==> src/rtl/tth_ram.sv <==
// Generic single-write, single-read RAM with a registered read.
module tth_ram #(
  parameter int WIDTH = 8,
  parameter int DEPTH = 32
) (
  input  logic                     clk,
  input  logic                     we,
  input  logic [$clog2(DEPTH)-1:0] waddr,
  input  logic [WIDTH-1:0]         wdata,
  input  logic [$clog2(DEPTH)-1:0] raddr,
  output logic [WIDTH-1:0]         rdata
);
  logic [WIDTH-1:0] mem [DEPTH];

  always_ff @(posedge clk) begin
    if (we) begin
      mem[waddr] <= wdata;
    end
    rdata <= mem[raddr];
  end
endmodule

==> config.mk <==
export PLATFORM = sky130hd
export DESIGN_NAME = tth_ram
export DESIGN_NICKNAME = d
export VERILOG_FILES = /design/src/rtl/tth_ram.sv
export SDC_FILE = /design/constraint.sdc
export NUM_CORES = 1
export LEC_CHECK = 0
export BUFFER_PORTS_ARGS = -buffer_cell sky130_fd_sc_hd__buf_2
export CORE_MARGIN = 2
export CORE_UTILIZATION = 26
export DETAILED_ROUTE_END_ITERATION = 12
export SETUP_SLACK_MARGIN = 0.1
export SLEW_MARGIN = 5
export SYNTH_ARGS = -nofsm -noshare
export SYNTH_HDL_FRONTEND = slang
export SYNTH_SLANG_ARGS = --single-unit
==> constraint.sdc <==
create_clock -name clk -period 2.19 [get_ports clk]
set_clock_uncertainty 0.05 [all_clocks]
set_input_delay 0.3285 -clock clk [delete_from_list [all_inputs] [get_ports clk]]
set_output_delay 0.3285 -clock clk [all_outputs]
set_load 0.03 [all_outputs]
==> flow_summary.ini <==
[outcome]
status = completed

[pwr]
p_comb_frac = 0.057
seq_power_share = 0.545
ir_drop_mv = 0.3964
p_total_w = 0.01035
p_int_w = 0.008229
leakage_nw = 3.716
power.switching_w = 0.002125
p_per_area_nw_per_um2 = 867.1
swShare = 0.2052
p_clk_frac = 0.398

[die]
die-area_um2 = 40260
initial_utilization = 0.2620
rows = 72
core_area_um2 = 38380
fp.dieW_um = 200.6
die_y_um = 200.6
ios = 28

[timing]
drv_slew = 0
rsz0062_at_grt = no
worst_pin_slew_ns = 0.6903
tns_ns = 0
hold_viol = 0
slew_headroom = 0.5398
finalSetupViolCount = 0
layout_setup_ws_ns = 0.2924
max_freq_ghz = 0.5270
min_period_ns = 1.898
period_share = 0.8665

[finish]
n_fill_cell = 3667
drive_gt1_frac = 0.3887
area_growth_pct = 18.78
nNetsFinal = 514
fin_cells = 1033

[cts]
postCtsSetupBuffers = 0
numCtsBuffers = 26
root_buffer = clkbuf_16
ctsHoldBuffers = 0
cts_num_sinks = 264
clock_latency_ns = 0.52
cts_tree = yes
htree_levels = 1
clkSlewWorstSetupHoldPaths_ns = 0.06
clockBufferDepth = 3
ctsResizeCount = 0

[worst_setup_path]
crit_start = mem[13][4]
reg2reg_from = mem[13][4]
critPathRequiredTime_ns = 2.55
crit_fanout = 1
worstRegToRegCells = 3
r2r_end = rdata[4]
end_kind = flip-flop
cp-endpoint = rdata[4]
cp-start-kind = flip-flop
worstSetupPathType = reg2reg
reg2reg_slack_ns = 0.29
arrival_ns = 2.26

[yosys]
synth_warnings = 0
synth-seq-area-share = 0.7806
synth-seq-cells = 264
yosysTopAreaCellShare = 0.7647
netlist_area_um2 = 10050
synth.most_common_cell = edfxtp_1
synth-edff-count = 256
netlist-cell-type-count = 15
synth_common_cells = 256 x edfxtp_1, 80 x mux4_2, 33 x nor2_1
synth.avg_cell_area_um2 = 24.11
synth_top_area_cell = edfxtp_1
synth_fp_nets = 437
synth_ff_type = edfxtp_1
netlist_instances = 417
yosys-top-cells-area = edfxtp_1 76%, mux4_2 18%, dfxtp_1 1.6%
async_flop_share = 0

[drt]
drtAntennaViolNets = 0
routed_wl_um = 20860
vias = 4509
drc = 0
post_drt_wl_per_cell_um = 20.19
drt_iter0_markers = 425
dr.pass1.iters = 4
avgViaCountPerCell = 4.365

[placed_design]
io_buffers = 27
place.gp.congestion = 0.7405
dp.cells = 984
hpwlAfterDp_um = 13870
place_ws_ns = -0.1408

[min_path]
min_path_type = in2reg

[global_route]
antenna_found_initial = 5
grt_first_pass_wirelength_um = 31110
grt_max_degree = 33
grt-ovfl-total = 0
grt_usage = 0.1028
first_global_vias = 4617

[run]
maxCapViolations = 0
through the flow:
stage	utilization	hold slack (ns)	area (um^2)
2_1_floorplan	-	0.3774	10060
3_3_place_gp	0.2902	0.7471	11140
3_5_place_dp	0.2902	0.7399	11140
4_1_cts	0.3110	0.2135	11930
5_1_grt	0.3110	0.2222	11940
6_report	0.3112	0.2333	11940
metal layers:
metal,up-vias,track usage,part of all wire
met5,-,0,0.0012
met4,4,0.02460,0.014
met2,143,0.1673,0.48
met1,2405,0.1430,0.44
li1,1933,-,-
met3,24,0.01948,0.066
worst min path at each step:
stage	slack, ns	start	end	depth (start not counted)
4_1_cts	0.21	raddr[3]	rdata[3]	2
5_1_grt	0.22	raddr[3]	rdata[3]	2
3_3_place_gp	0.75	raddr[3]	rdata[1]	2
2_1_floorplan	0.38	wdata[0]	mem[0][0]	0
6_report	0.23	raddr[3]	rdata[3]	2
3_5_place_dp	0.74	rdata[7]	rdata[7]	1
power groups by stage:
| stage | combinational [W] | clock [W] | sequential, W |
|---|---|---|---|
| after floorplan | 0.000300 | 0 | 0.00578 |
| after global placement | 0.000587 | 0 | 0.00575 |
| after detailed placement | 0.000603 | 0 | 0.00576 |
| after CTS | 0.000605 | 0.00421 | 0.00565 |
| after global routing | 0.000630 | 0.00440 | 0.00565 |
| final | 0.000590 | 0.00412 | 0.00565 |
placed cells by master (no fill, tap or decap), types with 7 or more instances in the layout:
| cell | netlist | layout |
|---|---|---|
| dfxtp_1 | 8 | 8 |
| buf_12 | 0 | 7 |
| nor2_1 | 33 | 33 |
| edfxtp_1 | 256 | 256 |
| clkbuf_16 | 0 | 27 |
| clkinv_2 | 0 | 7 |
| mux4_2 | 80 | 80 |
| buf_4 | 6 | 36 |
| buf_2 | 1 | 26 |
| mux2_2 | 8 | 8 |
sequential cells by signal, summed over array words and instances, names as in the netlist:
signal	count
rdata	8
mem	256
cells by family after synthesis:
| kind of cell | count (synthesis) | synth area share |
|---|---|---|
| mux | 88 | 0.1882 |
| flops | 264 | 0.7806 |
| simple gates | 45 | 0.02066 |
| buf+inv | 20 | 0.01058 |
worst max-delay path, stage by stage (launching register included):
cell	delay, ns
edfxtp_1	0.37
mux4_2	0.52
mux4_2	0.54
mux2_2	0.30
layout make-up:
| cell class | instances | area (um^2) | share of cell area |
|---|---|---|---|
| clock buffer | 30 | 686.9 | 0.05752 |
| sequential | 264 | 7848 | 0.6572 |
| clock inverter | 16 | 111.4 | 0.009325 |
| tap | 518 | 648.1 | 0.05427 |
| multi-input combinational | 133 | 2100 | 0.1758 |
| antenna | 3 | 7.507 | 0.0006287 |
| timing repair buffer | 69 | 540.5 | 0.04526 |
Power figures use the tool's default switching activity.
